`config.mk`:
```
export PLATFORM = sky130hd
export DESIGN_NAME = depth_min_max_jet_colormap_top_flat
export DESIGN_NICKNAME = d
export VERILOG_FILES = /design/src/design/dmm_pkg.sv /design/src/design/dmm_sample_if.sv /design/src/design/dmm_pixel_if.sv /design/src/design/dmm_div.sv /design/src/design/dmm_jet.sv /design/src/design/depth_min_max_jet_colormap_top.sv /design/src/flat_wrapper.sv
export VERILOG_INCLUDE_DIRS = /design/src /design/src/design
export SDC_FILE = /design/constraint.sdc
export NUM_CORES = 1
export LEC_CHECK = 0
export BUFFER_PORTS_ARGS = -buffer_cell sky130_fd_sc_hd__buf_2
export CORE_ASPECT_RATIO = 0.9
export CORE_MARGIN = 3
export CORE_UTILIZATION = 35
export CTS_CLUSTER_SIZE = 20
export DETAILED_ROUTE_END_ITERATION = 6
export SLEW_MARGIN = 30
export SYNTH_ARGS = -nofsm -noshare
export SYNTH_HDL_FRONTEND = slang
export SYNTH_HIERARCHICAL = 1
export SYNTH_SLANG_ARGS = --single-unit
export TNS_END_PERCENT = 100
```
`constraint.sdc`:
```
create_clock -name clk -period 15 [get_ports clk]
set_input_delay 1.5 -clock clk [delete_from_list [all_inputs] [get_ports clk]]
set_output_delay 1.5 -clock clk [all_outputs]
set_load 0.01 [all_outputs]
```
`src/design/depth_min_max_jet_colormap_top_defines.svh`:
```
// ---------------------------------------------------------------------------
// Depth min/max jet colormap assertion macros
// Shared concurrent assertion forms used by the colormap modules.
// ---------------------------------------------------------------------------
`ifndef DEPTH_MIN_MAX_JET_COLORMAP_TOP_DEFINES_SVH
`define DEPTH_MIN_MAX_JET_COLORMAP_TOP_DEFINES_SVH

// Same-cycle implication, checked on every clock edge outside reset.
`define DMM_ASSERT_NOW(lbl, ante, cons, msg) \
	lbl: assert property (@(posedge clk) disable iff (!arst_n) (ante) |-> (cons)) \
		else $error(msg);

// Next-cycle implication, checked on every clock edge outside reset.
`define DMM_ASSERT_NEXT(lbl, ante, cons, msg) \
	lbl: assert property (@(posedge clk) disable iff (!arst_n) (ante) |=> (cons)) \
		else $error(msg);

`endif

```
`src/design/dmm_pkg.sv`:
```
// ---------------------------------------------------------------------------
// Depth min/max jet colormap package
// Operation codes, fixed-point constants, shared types and palette functions.
// ---------------------------------------------------------------------------
package dmm_pkg;

	localparam int OP_W    = 2;
	localparam int DEPTH_W = 32;
	localparam int T_W     = 17;
	localparam int QUO_W   = 16;
	localparam int SPAN_W  = 31;

	localparam logic [OP_W-1:0] OP_START   = 2'd0;
	localparam logic [OP_W-1:0] OP_FOLD    = 2'd1;
	localparam logic [OP_W-1:0] OP_CONVERT = 2'd2;

	localparam logic signed [DEPTH_W-1:0] MIN_RESET = 32'sh7FFF_FFFF;
	localparam logic signed [DEPTH_W-1:0] MAX_RESET = 32'sh8000_0000;

	localparam logic [T_W-1:0] ONE_Q16          = 17'd65536;
	localparam logic [17:0]    QUARTER_Q16      = 18'd16384;
	localparam logic [17:0]    THREE_QUARTER_Q16 = 18'd49152;
	localparam logic signed [17:0] HALF_Q16     = 18'sd32768;

	typedef struct packed {
		logic              start;
		logic [SPAN_W-1:0] num;
		logic [SPAN_W-1:0] den;
	} div_req_t;

	typedef struct packed {
		logic             busy;
		logic             done;
		logic [QUO_W-1:0] quo;
	} div_rsp_t;

	typedef struct packed {
		logic [7:0] red;
		logic [7:0] green;
		logic [7:0] blue;
		logic [7:0] alpha;
	} pix_t;

	function automatic logic [T_W-1:0] tent(input logic signed [17:0] x);
		logic [17:0] u;
		logic [18:0] slope;
		u = x[17] ? 18'(-x) : 18'(x);
		slope = {THREE_QUARTER_Q16 - u, 1'b0};
		if (u <= QUARTER_Q16) begin
			return ONE_Q16;
		end else if (u >= THREE_QUARTER_Q16) begin
			return '0;
		end else begin
			return slope[T_W-1:0];
		end
	endfunction

	function automatic logic [7:0] to_byte(input logic [T_W-1:0] v);
		logic [24:0] p;
		p = {v, 8'b0} - {8'b0, v};
		return p[23:16];
	endfunction

endpackage

```
`src/design/dmm_sample_if.sv`:
```
// ---------------------------------------------------------------------------
// Depth sample channel
// Valid/ready channel carrying an operation code and a Q16.16 depth sample.
// ---------------------------------------------------------------------------
interface dmm_sample_if;
	logic                              valid;
	logic                              ready;
	logic [dmm_pkg::OP_W-1:0]          op;
	logic signed [dmm_pkg::DEPTH_W-1:0] depth;

	modport source (output valid, op, depth, input ready);
	modport sink   (input valid, op, depth, output ready);
endinterface

```
`src/design/dmm_pixel_if.sv`:
```
// ---------------------------------------------------------------------------
// Colormapped pixel channel
// Valid/ready channel carrying one RGBA pixel.
// ---------------------------------------------------------------------------
interface dmm_pixel_if;
	logic       valid;
	logic       ready;
	logic [7:0] red;
	logic [7:0] green;
	logic [7:0] blue;
	logic [7:0] alpha;

	modport source (output valid, red, green, blue, alpha, input ready);
	modport sink   (input valid, red, green, blue, alpha, output ready);
endinterface

```
`src/design/dmm_div.sv`:
```
// ---------------------------------------------------------------------------
// Depth min/max jet colormap serial divider
// Restoring divider producing one quotient bit per cycle for a Q0.16 ratio.
// ---------------------------------------------------------------------------
`include "depth_min_max_jet_colormap_top_defines.svh"

module dmm_div (
	input  logic              clk,
	input  logic              arst_n,
	input  dmm_pkg::div_req_t req,
	output dmm_pkg::div_rsp_t rsp
);
	import dmm_pkg::*;

	logic [SPAN_W:0]  rem_q;
	logic [SPAN_W-1:0] den_q;
	logic [QUO_W-1:0] quo_q;
	logic [4:0]       cnt_q;
	logic             busy_q;
	logic             done_q;
	logic [SPAN_W:0]  shifted;
	logic             fits;

	assign shifted = {rem_q[SPAN_W-1:0], 1'b0};
	assign fits    = shifted >= {1'b0, den_q};

	always_ff @(posedge clk or negedge arst_n) begin
		if (!arst_n) begin
			busy_q <= 1'b0;
			done_q <= 1'b0;
			cnt_q  <= '0;
		end else begin
			done_q <= 1'b0;
			if (req.start) begin
				rem_q  <= {1'b0, req.num};
				den_q  <= req.den;
				cnt_q  <= 5'(QUO_W);
				busy_q <= 1'b1;
			end else if (busy_q) begin
				rem_q <= fits ? shifted - {1'b0, den_q} : shifted;
				quo_q <= {quo_q[QUO_W-2:0], fits};
				cnt_q <= cnt_q - 5'd1;
				if (cnt_q == 5'd1) begin
					busy_q <= 1'b0;
					done_q <= 1'b1;
				end
			end
		end
	end

	assign rsp.busy = busy_q;
	assign rsp.done = done_q;
	assign rsp.quo  = quo_q;

	`DMM_ASSERT_NOW(a_busy_count, busy_q, cnt_q != 5'd0, "divider busy with zero count")
	`DMM_ASSERT_NOW(a_done_idle, done_q, !busy_q, "divider done while still busy")
	`DMM_ASSERT_NEXT(a_start_busy, req.start, busy_q && cnt_q == 5'(QUO_W),
		"divider did not start")
endmodule

```
`src/design/dmm_jet.sv`:
```
// ---------------------------------------------------------------------------
// Depth min/max jet colormap palette
// Maps a Q1.16 normalized depth to a jet RGBA pixel through tent functions.
// ---------------------------------------------------------------------------
module dmm_jet (
	input  logic [dmm_pkg::T_W-1:0] t,
	output dmm_pkg::pix_t           pix
);
	import dmm_pkg::*;

	logic signed [17:0] ts;

	assign ts        = $signed({1'b0, t});
	assign pix.red   = to_byte(tent(ts - HALF_Q16));
	assign pix.green = to_byte(tent(ts));
	assign pix.blue  = to_byte(tent(ts + HALF_Q16));
	assign pix.alpha = 8'hFF;
endmodule

```
`src/design/depth_min_max_jet_colormap_top.sv`:
```
// ---------------------------------------------------------------------------
// Depth min/max jet colormap
// Tracks the depth range of a frame and maps each convert sample to a jet color.
// ---------------------------------------------------------------------------
// Channel  Role    Payload
// sample   sink    op (2 bits), depth (signed Q16.16)
// pixel    source  red, green, blue, alpha (8 bits each)
//
// A convert request passes through capture, a range check, 16 divider steps,
// taking the quotient and loading the output register.
// Out-of-range, invalid or flat-frame samples skip the divider.
// Reset sets the minimum to the largest and the maximum to the most negative value.
// A waiting pixel stalls the loading of the next pixel and so new samples.
// ---------------------------------------------------------------------------
`include "depth_min_max_jet_colormap_top_defines.svh"

module depth_min_max_jet_colormap_top (
	input logic        clk,
	input logic        arst_n,
	dmm_sample_if.sink sample,
	dmm_pixel_if.source pixel
);
	import dmm_pkg::*;

	localparam logic [1:0] ST_IDLE = 2'd0;
	localparam logic [1:0] ST_PREP = 2'd1;
	localparam logic [1:0] ST_DIV  = 2'd2;
	localparam logic [1:0] ST_RES  = 2'd3;

	logic [1:0]                st_q;
	logic signed [DEPTH_W-1:0] min_q;
	logic signed [DEPTH_W-1:0] max_q;
	logic signed [DEPTH_W-1:0] d_q;
	logic [T_W-1:0]            t_q;
	logic                      zero_q;
	pix_t                      pix_q;
	logic                      pix_valid_q;

	logic signed [DEPTH_W:0] diff;
	logic signed [DEPTH_W:0] span;
	logic                    in_range;
	logic                    pix_load;
	div_req_t                div_req;
	div_rsp_t                div_rsp;
	pix_t                    jet_pix;

	assign diff     = $signed({d_q[DEPTH_W-1], d_q}) - $signed({min_q[DEPTH_W-1], min_q});
	assign span     = $signed({max_q[DEPTH_W-1], max_q}) - $signed({min_q[DEPTH_W-1], min_q});
	assign in_range = (d_q > 32'sd0) && (max_q > min_q);
	assign pix_load = (st_q == ST_RES) && (!pix_valid_q || pixel.ready);

	assign div_req.start = (st_q == ST_PREP) && in_range && (diff > 33'sd0) && (diff < span);
	assign div_req.num   = diff[SPAN_W-1:0];
	assign div_req.den   = span[SPAN_W-1:0];

	dmm_div u_div (
		.clk    (clk),
		.arst_n (arst_n),
		.req    (div_req),
		.rsp    (div_rsp)
	);

	dmm_jet u_jet (
		.t   (t_q),
		.pix (jet_pix)
	);

	assign sample.ready = (st_q == ST_IDLE);

	always_ff @(posedge clk or negedge arst_n) begin
		if (!arst_n) begin
			st_q        <= ST_IDLE;
			min_q       <= MIN_RESET;
			max_q       <= MAX_RESET;
			pix_valid_q <= 1'b0;
		end else begin
			if (pixel.ready && !pix_load) begin
				pix_valid_q <= 1'b0;
			end
			case (st_q)
				ST_IDLE: begin
					if (sample.valid) begin
						case (sample.op)
							OP_START: begin
								min_q <= MIN_RESET;
								max_q <= MAX_RESET;
							end
							OP_FOLD: begin
								if (sample.depth > 32'sd0) begin
									if (sample.depth < min_q) begin
										min_q <= sample.depth;
									end
									if (sample.depth > max_q) begin
										max_q <= sample.depth;
									end
								end
							end
							OP_CONVERT: begin
								d_q  <= sample.depth;
								st_q <= ST_PREP;
							end
							default: begin
							end
						endcase
					end
				end
				ST_PREP: begin
					zero_q <= !in_range;
					if (!in_range) begin
						st_q <= ST_RES;
					end else if (diff <= 33'sd0) begin
						t_q  <= '0;
						st_q <= ST_RES;
					end else if (diff >= span) begin
						t_q  <= ONE_Q16;
						st_q <= ST_RES;
					end else begin
						st_q <= ST_DIV;
					end
				end
				ST_DIV: begin
					if (div_rsp.done) begin
						t_q  <= {1'b0, div_rsp.quo};
						st_q <= ST_RES;
					end
				end
				ST_RES: begin
					if (pix_load) begin
						pix_q       <= zero_q ? '0 : jet_pix;
						pix_valid_q <= 1'b1;
						st_q        <= ST_IDLE;
					end
				end
				default: begin
					st_q <= ST_IDLE;
				end
			endcase
		end
	end

	assign pixel.valid = pix_valid_q;
	assign pixel.red   = pix_q.red;
	assign pixel.green = pix_q.green;
	assign pixel.blue  = pix_q.blue;
	assign pixel.alpha = pix_q.alpha;

	`DMM_ASSERT_NOW(a_ready_div_idle, sample.ready, !div_rsp.busy,
		"sample accepted while divider busy")
	`DMM_ASSERT_NOW(a_start_free, div_req.start, !div_rsp.busy,
		"divider started while busy")
	`DMM_ASSERT_NEXT(a_done_result, (st_q == ST_DIV) && div_rsp.done, st_q == ST_RES,
		"quotient not taken to result")
	`DMM_ASSERT_NOW(a_blank_pixel, pixel.valid && (pixel.alpha == 8'd0),
		(pixel.red == 8'd0) && (pixel.green == 8'd0) && (pixel.blue == 8'd0),
		"blank pixel carries color")
endmodule

```
`src/flat_wrapper.sv`:
```
// flat-port wrapper written by rule: the top's interface ports become plain ports
module depth_min_max_jet_colormap_top_flat import dmm_pkg::*;
  (clk, arst_n, sample_valid, sample_op, sample_depth, sample_ready, pixel_valid, pixel_red, pixel_green, pixel_blue, pixel_alpha, pixel_ready);
  dmm_sample_if sample_i ();
  dmm_pixel_if pixel_i ();
  input logic clk;
  input logic arst_n;
  input wire logic [$bits(sample_i.valid)-1:0] sample_valid;
  input wire logic [$bits(sample_i.op)-1:0] sample_op;
  input wire logic [$bits(sample_i.depth)-1:0] sample_depth;
  output wire logic [$bits(sample_i.ready)-1:0] sample_ready;
  output wire logic [$bits(pixel_i.valid)-1:0] pixel_valid;
  output wire logic [$bits(pixel_i.red)-1:0] pixel_red;
  output wire logic [$bits(pixel_i.green)-1:0] pixel_green;
  output wire logic [$bits(pixel_i.blue)-1:0] pixel_blue;
  output wire logic [$bits(pixel_i.alpha)-1:0] pixel_alpha;
  input wire logic [$bits(pixel_i.ready)-1:0] pixel_ready;
  assign sample_i.valid = sample_valid;
  assign sample_i.op = sample_op;
  assign sample_i.depth = sample_depth;
  assign sample_ready = sample_i.ready;
  assign pixel_valid = pixel_i.valid;
  assign pixel_red = pixel_i.red;
  assign pixel_green = pixel_i.green;
  assign pixel_blue = pixel_i.blue;
  assign pixel_alpha = pixel_i.alpha;
  assign pixel_i.ready = pixel_ready;
  depth_min_max_jet_colormap_top u_core (.clk(clk), .arst_n(arst_n), .sample(sample_i), .pixel(pixel_i));
endmodule
```
# == Yosys cells after proc, flatten, opt, wreduce, memory -nomap -nowiden ==
# Index checks and enable logic that the tools add are counted.
# classes
n_mux,42
order_cmp,16
addsub,14
bitwise_logic,1
reduce_logical,25
eq_ne,15
# op_table
op,count
32-bit two-way mux,6
17-bit two-way mux,10
32-bit case mux with 2 select lines,2
24-bit by 17-bit subtractor with 24-bit output,3
32-bit by 32-bit subtractor with 33-bit output,2
"32-bit by 1-bit greater-than comparator with 1-bit output, second input constant",2
32-bit greater-than comparator,2
"16-bit subtractor, first input constant",3
"18-bit by 16-bit >= comparator with 1-bit output, second input constant",2
"18-bit by 15-bit less-or-equal comparator with 1-bit output, second input constant",2
18-bit two-way mux,2
18-bit negation,2
17-bit case mux with 2 select lines,1
33-bit >= comparator,1
"33-bit by 1-bit greater-than comparator with 1-bit output, second input constant",1
"33-bit by 1-bit less-or-equal comparator with 1-bit output, second input constant",1
33-bit < comparator,1
32-bit by 31-bit >= comparator with 1-bit output,1
32-bit < comparator,1
32-bit by 31-bit subtractor with 32-bit output,1
31-bit two-way mux,1
"17-bit by 16-bit adder with 18-bit output, second input constant",1
"17-bit by 16-bit subtractor with 18-bit output, second input constant",1
"17-bit by 16-bit >= comparator with 1-bit output, second input constant",1
23 further kinds,63
# totals
regBits,235
input_bits,38
word_cells,131
output_inout_bits,34

# == Logic depth before layout (Yosys ltp) ==
# Gate-level depths: netlist of the first run.
# logic_depth
ltp_word,8
ltp_mapped,28
mapped_depth_nobuf,25

# == Cells and area by module ==
# Netlist of the first run, hierarchy kept.
# by_module_without_submodules
module,cells_per_inst,seq_area_each_um2,area_each_um2,instances
depth_min_max_jet_colormap_top,1178,4179.0,11519.8,1
dmm_div,518,2517.4,5391.4,1
dmm_jet,562,0.0,3809.9,1

# == Worst setup path after synthesis of the first run ==
# Ideal clock, no wire load.
# synth_path
kind,flip-flop to flip-flop
startpoint,reg u_core.min_q[0]
endpoint,"reg u_core.u_div.den_q[0], enable pin"
setup_ps,391
period_less_slack_ps,6623
stages_incl_launch_ff,25
arrival_ps,6232
path_slack_ps,8377
path_cell_list,dfstp_2 > ha_1 > inv_1 > fa_1 > a21o_1 > a221oi_2 > or3b_2 > a311oi_2 > o21ai_0 > o21ai_1 > o21bai_1 > a21oi_1 > xor2_1 > ha_1 > a21o_1 > a21o_1 > a21o_1 > a21o_1 > a21oi_1 > nor2b_1 > o41ai_1 > and4_1 > clkbuf_1 > clkbuf_1 > and2_1
# synth_lines
element,line,rtl
from (decl),depth_min_max_jet_colormap_top.sv:31,logic signed [DEPTH_W-1:0] min_q;
from (signal assigned),depth_min_max_jet_colormap_top.sv:91,min_q <= sample.depth;
to (signal assigned),dmm_div.sv:36,den_q <= req.den;
to (decl),dmm_div.sv:16,logic [SPAN_W-1:0] den_q;

==> impl.org, run 1 <==
** Global routing
- Global-route wire length before repair :: approximately 97,000 um
- Entering global routing, the biggest net connects 57 pins.
- Number of global-route vias before repair :: approximately 17k
- Antenna violations before repair :: 3
- Global router's overall resource usage :: a little under a fifth
- Remaining global-route overflow :: 0

** Drt
- Using the TritonRoute via totals, the vias-per-cell ratio works out to between 5 and 6.
- The first detailed-routing pass took 7 iterations.
- Post-Route WL :: 62,000 um
- In this run the remaining antenna-violating nets after routing total 0.
- After the first detailed-routing iteration, the DRC count stood at roughly 1.4k.
- The routed layout has 17.8k vias.
- Routed WL per cell :: around 20 um
- DRC violation count after routing :: 0

** Worst setup path
- Of all nets on the critical path, the largest fanout is 46.
- WS Path Type :: flop to flop
- The kind of cell with the highest combined delay along the critical path is compound AO/OA/AOI/OAI gates.
- In this run the worst setup path begins at u_core/min_q[0]$_DFFE_PN1P_.
- For the worst setup path, the data arrival time is approximately 7.7 ns.
- CP Buf/Inv Count :: 3
- Critical-path top delay cell :: sky130_fd_sc_hd__and2_1
- Startpoint Class :: flop
- STA puts the critical path data required time at between 15 and 20 ns.
- STA classifies the critical path endpoint as a flop.
- Traced cell by cell, the critical path runs through ha_1 > inv_1 > fa_1 > a21o_1 > a221oi_2 > or3b_2 > a311oi_2 > o21ai_0 > o21ai_1 > o21bai_1 > a21oi_1 > xor2_1 > ha_1 > a21o_1 > a21o_1 > a21o_1 > a21o_1 > a21oi_1 > nor2b_1 > o41ai_1 > and4_1 > buf_4 > and2_1 > buf_4.
- Most numerous cell on the critical path :: sky130_fd_sc_hd__a21o_1
- In this run the critical register-to-register path is launched from u_core/min_q[0]$_DFFE_PN1P_.
- Worst path max stage delay :: around 0.66 ns

** Pwr
- Pwr Total :: between 1000 and 1500 uW
- Standby leakage power :: 0.00902 uW
- For this design the ratio of total power to cell area is about 63 nW/um^2.
- The worst-case IR drop observed on VDD is approximately 0.000086 V.

** Clock network
- The clock passes through at most 3 buffers.
- Clock tree synthesis inserted a total of 28 buffers.
- At the later pin of the worst-skew pair, clock insertion delay measures approximately 0.57 ns.
- Number of hold-repair buffers added at the cts stage :: 0
- TritonCTS clock tree :: done
- In this run, post-CTS repair resized a total of 0 instances.
- Clock tree synthesis selected as its root buffer the cell sky130_fd_sc_hd__clkbuf_16.
- In this run the number of H-tree levels came out at 1.
- Counting every sink on the clock net gives 234.
- Setup fix buffers added after clock tree synthesis :: 0
- After clock tree synthesis, the clock-pin slew on the worst setup and hold paths is 0.06 ns.

** Timing
- Hold Fails Final Rpt :: 0
- Fmax :: around 0.14 GHz
- Clock Skews :: ~0.016 ns
- Post-layout min period :: ~7.4 ns
- The final critical path takes up 49.3% of the cycle.
- The max-slew violation count is 0.
- Final setup violating endpoints :: 0
- Measured against its own limit, the worst slew margin works out to between 30% and 40%.
- At the pin with the least slew margin, the transition time is 0.981 ns.
- Setup repair after global routing missed its margin :: false
- For the final routed database, the setup TNS stands at 0 ns.

** Floorplanning
- The core region is a little under 60,000 um^2.
- The floorplan step defined a die boundary enclosing between 60,000 and 70,000 um^2.
- Once the floorplan was initialized, standard cells occupied ~36% of the core.
- 72 I/O pins were placed.
- The floorplan has between 80 and 90 rows.
- The die is between 200 and 300 um wide.
- Die H :: 237 um

** Placement
- In this run, placement finished with an instance count of ~3k.
- HPWL after detailed placement :: around 50,000 um
- The congestion estimate from routability-driven global placement came to a little over 0.9.
- Port buffering added between 70 and 80 buffers.

** Cells and area
- Fin cells :: between 3k and 4k
- Relative to the synthesized area, the layout overhead comes to 9.47%.
- In the final layout, the share of cells above drive strength 1 is between 10% and 20%.
- Final nets :: 2,541
- The number of antenna diodes in the final layout is 0.

** Hold path
- In this run the most critical hold path is launched from u_core/u_div/quo_q[9]$_DFFE_PP_.
- The tightest min-delay check is of the flop to flop type.

** Outcome
- The run finished with clean final reports.

** Yosys
- Each instance of the synthesized netlist takes up on average between 9 and 10 um^2.
- In this run the cell area of the synthesized design comes to ~21,000 um^2.
- Synth Warn # :: 6
- In the synthesized netlist, the number of instances is around 2.3k.

** Job
- Max-cap violations in this run came to 0.
registers in the layout (all words and copies together), names as in the netlist, 2 cells and up:
register and cells:
u_core/d_q 32, u_core/max_q 32, u_core/min_q 32, u_core/pixel.alpha 8, u_core/pixel.blue 8, u_core/pixel.green 8
u_core/pixel.red 8, u_core/st_q 2, u_core/t_q 17, u_core/u_div/cnt_q 5, u_core/u_div/den_q 31, u_core/u_div/quo_q 16
u_core/u_div/rem_q 31
worst paths after layout:
kind | end | slack, ns | cells after the start
max in group asynchronous | u_core/min_q[19]$_DFFE_PN1P_ | 12.90 | 3
setup / recovery | u_core/u_div/den_q[1]$_DFFE_PP_ | 7.60 | 24
hold reg to reg | u_core/u_div/quo_q[10]$_DFFE_PP_ | 0.44 | 0
setup reg to reg | u_core/u_div/den_q[1]$_DFFE_PP_ | 7.60 | 24
min in group asynchronous | u_core/max_q[6]$_DFFE_PN0P_ | 0.84 | 1
hold / removal | u_core/u_div/quo_q[10]$_DFFE_PP_ | 0.44 | 0
worst register-to-register path, cell delays in order, from the launching register on:
cell and delay [ns]:
sky130_fd_sc_hd__dfstp_2 0.56, sky130_fd_sc_hd__ha_1 0.20, sky130_fd_sc_hd__inv_1 0.07, sky130_fd_sc_hd__fa_1 0.41, sky130_fd_sc_hd__a21o_1 0.20, sky130_fd_sc_hd__a221oi_2 0.34, sky130_fd_sc_hd__or3b_2 0.49, sky130_fd_sc_hd__a311oi_2 0.41
sky130_fd_sc_hd__o21ai_0 0.22, sky130_fd_sc_hd__o21ai_1 0.34, sky130_fd_sc_hd__o21bai_1 0.10, sky130_fd_sc_hd__a21oi_1 0.26, sky130_fd_sc_hd__xor2_1 0.19, sky130_fd_sc_hd__ha_1 0.27, sky130_fd_sc_hd__a21o_1 0.18, sky130_fd_sc_hd__a21o_1 0.17
sky130_fd_sc_hd__a21o_1 0.18, sky130_fd_sc_hd__a21o_1 0.17, sky130_fd_sc_hd__a21oi_1 0.14, sky130_fd_sc_hd__nor2b_1 0.06, sky130_fd_sc_hd__o41ai_1 0.42, sky130_fd_sc_hd__and4_1 0.28, sky130_fd_sc_hd__buf_4 0.40, sky130_fd_sc_hd__and2_1 0.68
sky130_fd_sc_hd__buf_4 0.37
cells in the final DEF (no fill, tap or decap), drive strengths merged, types with 43 or more instances in the layout:
master and n:
nand2 151, nor2b 60, nor2 138, nand3 45, edfxtp 160, xnor2 97
a21oi 134, inv 176, nand4 43, a21o 75, buf 90, ha 224
nor3 57, xor2 66, o21ai 109
layout make-up:
class	instances	area [um^2]
Tap cell	765	957
Inverter	174	653
Clock inverter	19	209
Multi-Input combinational cell	1748	12900
Fill cell	5750	35100
Timing Repair Buffer	90	524
Clock buffer	33	751
Sequential cell	234	6700
metal layers:
layer  global-route usage [%]  vias to the layer above  wire length [um]
li1                         -                     8421                 -
met1                     26.4                     8691             28400
met2                     31.9                      572             28700
met3                     2.51                      114              3340
met4                     4.52                        4              1500
met5                        0                        -                22
power by group:
group / internal [uW] / switching, uW
Sequential: 686 / 0.0000000000000136
Clock: 413 / 293
Combinational: 16.6 / 28.6
Total: 1120 / 322
per-stage QoR:
step                hold WS [ns]  area (um^2)  util [%]  setup WS, ns
detailed placement         0.432        21700      37.5          7.69
global route               0.448        22700      39.3          7.12
global placement           0.427        21700      37.5          7.99
CTS                        0.443        22600      39.2          7.65
finish                     0.438        22700      39.3          7.60
floorplan                  0.418        20700         -          8.38
(Power assumes the default switching activity.)
==> inputs of run 2 (changes only) <==
- clock period: 15 -> 6.4 ns (I/O delays scaled with it)
==> impl.org, run 2 (same netlist as run 1, synthesis figures left out) <==
** Outcome
- Run status: finished, final reports clean (unchanged).

** Clock network
- Number of hold-repair buffers added at the cts stage :: 0 (unchanged)
- The TritonCTS clock tree was done (unchanged).
- Bufs on Longest Clock Path :: 3 (unchanged)
- The insertion delay of the later-clocked pin in the worst-skew pair was 0.57 ns (about the same).
- The clock root buffer master was sky130_fd_sc_hd__clkbuf_16 (unchanged).
- The CTS clock-pin slew for the worst setup and hold paths was 0.06 ns (about the same).
- The CTS sink count came to 234 (unchanged).
- The maximum level of the CTS H-tree came to 1 (unchanged).
- Number of buffers added by the clock tree synthesis step :: 26 (was 28)

** Timing
- Fmax :: 0.162 GHz (was 0.135 GHz)
- Worst hold slack after final layout :: 0.113 ns (was 0.438 ns)
- Measured slew at the worst slew-check pin :: 0.990 ns (was 0.981 ns)
- The max-slew violation count was 0 (unchanged).
- Worst Slack Setup Final :: 0.222 ns (was 7.60 ns)
- Post-layout min period :: 6.18 ns (was 7.40 ns)
- Hold Fails Final Rpt :: 0 (unchanged)
- The sum of negative setup slack is 0 ns (unchanged).
- Clock Skews :: 0.0369 ns (was 0.0161 ns)
- The portion of the clock cycle consumed by the worst path in the final layout was 96.5% (was 49.3%).
- Setup repair after global routing missed its margin :: false (unchanged)
- Max-slew headroom at the worst pin :: 33.5% (was 34.6%)
- The final count of negative-setup-slack endpoints is 0 (unchanged).

** Drt
- DRC violation total after the first TritonRoute iteration :: 1,564 (was 1,444)
- The mean routed wirelength per cell came to 19.8 um (was 20.2 um).
- The first-pass detailed-route iteration total came to 6 (was 7).
- Total via count in the routed design :: 17.7k (was 17.8k)
- Post-detailed-route count of antenna-violating nets :: 0 (unchanged)
- The detailed-route vias per instance came to 5.72 (was 5.81).
- The number of remaining DRC errors came to 0 (unchanged).
- Post-Route WL :: 61,400 um (was 62,000 um)

** Hold path
- The worst min-delay path category is primary input to async pin (was flop to flop).

** Floorplanning
- Standard cell core area :: 57,700 um^2 (unchanged)
- The effective utilization at floorplan was 35.9% (unchanged).
- Die footprint :: 62,100 um^2 (unchanged)
- Die H :: 237 um (unchanged)
- The number of primary I/O pins was 72 (unchanged).
- The chip width was 262 um (unchanged).
- The number of core rows is 83 (unchanged).

** Worst setup path
- The library cell contributing the largest single delay on the critical path is sky130_fd_sc_hd__dfstp_2 (was sky130_fd_sc_hd__and2_1).
- The startpoint kind of the worst setup timing path was a flop (unchanged).
- The delay contributed by the slowest stage of the critical path was 0.56 ns (was 0.66 ns).
- Type of destination of the critical path :: flop (unchanged)
- The data arrival time of the worst path is 6.45 ns (was 7.65 ns).
- The startpoint-to-endpoint class of the critical path was flop to flop (unchanged).
- The largest fanout of any net on the critical path is 16 (was 46).
- Critical Path RT :: 6.67 ns (was 15.26 ns)

** Pwr
- The power per cell area was 147 nW/um^2 (was 63.4 nW/um^2).
- The leakage power total is 0.00923 uW (was 0.00902 uW).
- The maximum resistive drop on vdd was 0.000167 V (was 0.0000857 V).

** Global routing
- The overall routing resource usage came to 18.9% (was 19.2%).
- Number of global-route vias before repair :: 17.1k (was 17.4k)
- Largest net degree at the start of global routing :: 57 (unchanged)
- The overflow left after global routing was 0 (unchanged).
- The initial antenna violation count came to 8 (was 3).
- The wire length of the first global-routing pass came to 95,500 um (was 97,400 um).

** Cells and area
- Highest-count cells in the layout ignoring fill and taps :: sky130_fd_sc_hd__ha_1 (223), sky130_fd_sc_hd__inv_1 (173), sky130_fd_sc_hd__edfxtp_1 (160) (was sky130_fd_sc_hd__ha_1 (224), sky130_fd_sc_hd__inv_1 (173), sky130_fd_sc_hd__edfxtp_1 (160))
- The fraction of final layout cells with drive strength greater than 1 was 12.4% (was 10.4%).
- The number of nets in the final layout came to 2,575 (was 2,541).
- Biggest registers after layout :: u_core/d_q (32), u_core/max_q (32), u_core/min_q (32) (unchanged)
- Most frequent standard cell in the layout excluding fill and tap cells :: sky130_fd_sc_hd__ha_1 (unchanged)
- The layout-stage area growth over the synthesis result was 11.2% (was 9.47%).

** Placement
- The final weighted congestion in routability-driven placement is 0.916 (was 0.933).
- The number of input and output port buffers inserted is 71 (unchanged).
- HPWL after detailed placement :: 48,400 um (was 48,600 um)
- The minimum setup slack after placement came to -0.183 ns (was 7.69 ns).

** Job
- Max Cap Viol :: 0 (unchanged)
[run 2: cell types whose count changed in the layout (fill, tap and decap cells not counted), moves of 3 or more]
cell                         previous run  this run
sky130_fd_sc_hd__clkbuf_8               1         6
sky130_fd_sc_hd__a21oi_2                4         7
sky130_fd_sc_hd__clkbuf_16             29        26
sky130_fd_sc_hd__buf_4                 18        51
sky130_fd_sc_hd__buf_12                 0         3
sky130_fd_sc_hd__diode_2                0         3
sky130_fd_sc_hd__clkinvlp_4             4         1
sky130_fd_sc_hd__clkinv_4               3         0
sky130_fd_sc_hd__a21oi_1              128       125
[run 2: cell type report]
type | instances | area (um^2)
Sequential cell | 234 | 6700
Antenna cell | 3 | 7.51
Tap cell | 765 | 957
Inverter | 174 | 653
Fill cell | 5798 | 34700
Clock buffer | 34 | 741
Multi-Input combinational cell | 1748 | 12900
Clock inverter | 14 | 214
Timing Repair Buffer | 126 | 836
[run 2: final timing paths]
check | startpoint | to | slack, ns | depth (start not counted)
worst max-delay path | u_core/min_q[0]$_DFFE_PN1P_ | u_core/u_div/rem_q[25]$_DFFE_PP_ | 0.22 | 29
worst min-delay path | arst_n | u_core/max_q[15]$_DFFE_PN0P_ | 0.11 | 1
worst max register to register | u_core/min_q[0]$_DFFE_PN1P_ | u_core/u_div/rem_q[25]$_DFFE_PP_ | 0.22 | 29
worst min register to register | u_core/u_div/quo_q[14]$_DFFE_PP_ | u_core/u_div/quo_q[15]$_DFFE_PP_ | 0.45 | 0
max in group asynchronous | arst_n | u_core/min_q[0]$_DFFE_PN1P_ | 5.39 | 2
min in group clk | sample_depth[4] | u_core/d_q[4]$_DFFE_PP_ | 0.35 | 1
[run 2: repair_timing]
item / CTS / global route
endpoints found under the hold margin: 0 / 0
pin swaps: 3 / 12
setup endpoints to repair: 97 / 124
resized for setup: 8 / 14
setup buffers: 0 / 4
[run 2: power breakdown]
group	internal, uW	switching, uW	total (uW)	leakage, uW
Combinational	38.3	67.1	105	0.00631
Sequential	1610	0.0000000000000278	1610	0.00245
Clock	1020	645	1660	0.000471
Total	2660	712	3380	0.00923
[run 2: layer usage]
layer / routed length (um) / track usage [%] / vias up
met1: 28200 / 26.2 / 8633
met3: 3850 / 3.46 / 84
met5: 53 / 0 / -
li1: - / - / 8484
met4: 1200 / 3.78 / 8
met2: 28100 / 30.7 / 515
[run 2: worst max-delay path, delay by kind of cell, from the launching register on]
family | cells | cell delay (ns)
compound gates | 15 | 2.70
xor+xnor | 1 | 0.18
fa+ha+maj | 3 | 0.74
buf+inv | 6 | 0.85
flops | 1 | 0.56
simple gates | 4 | 0.89
[run 2: through the flow]
| step | instances | total power [uW] | utilization [%] | area (um^2) |
|---|---|---|---|---|
| after floorplan | 2264 | 1690 | - | 20700 |
| after global placement | 3041 | 1740 | 38.0 | 21900 |
| after detailed placement | 3042 | 1740 | 38.0 | 21900 |
| final | 3098 | 3380 | 39.9 | 23000 |
| after CTS | 3090 | 3410 | 39.7 | 22900 |
| after global routing | 3096 | 3490 | 39.9 | 23000 |
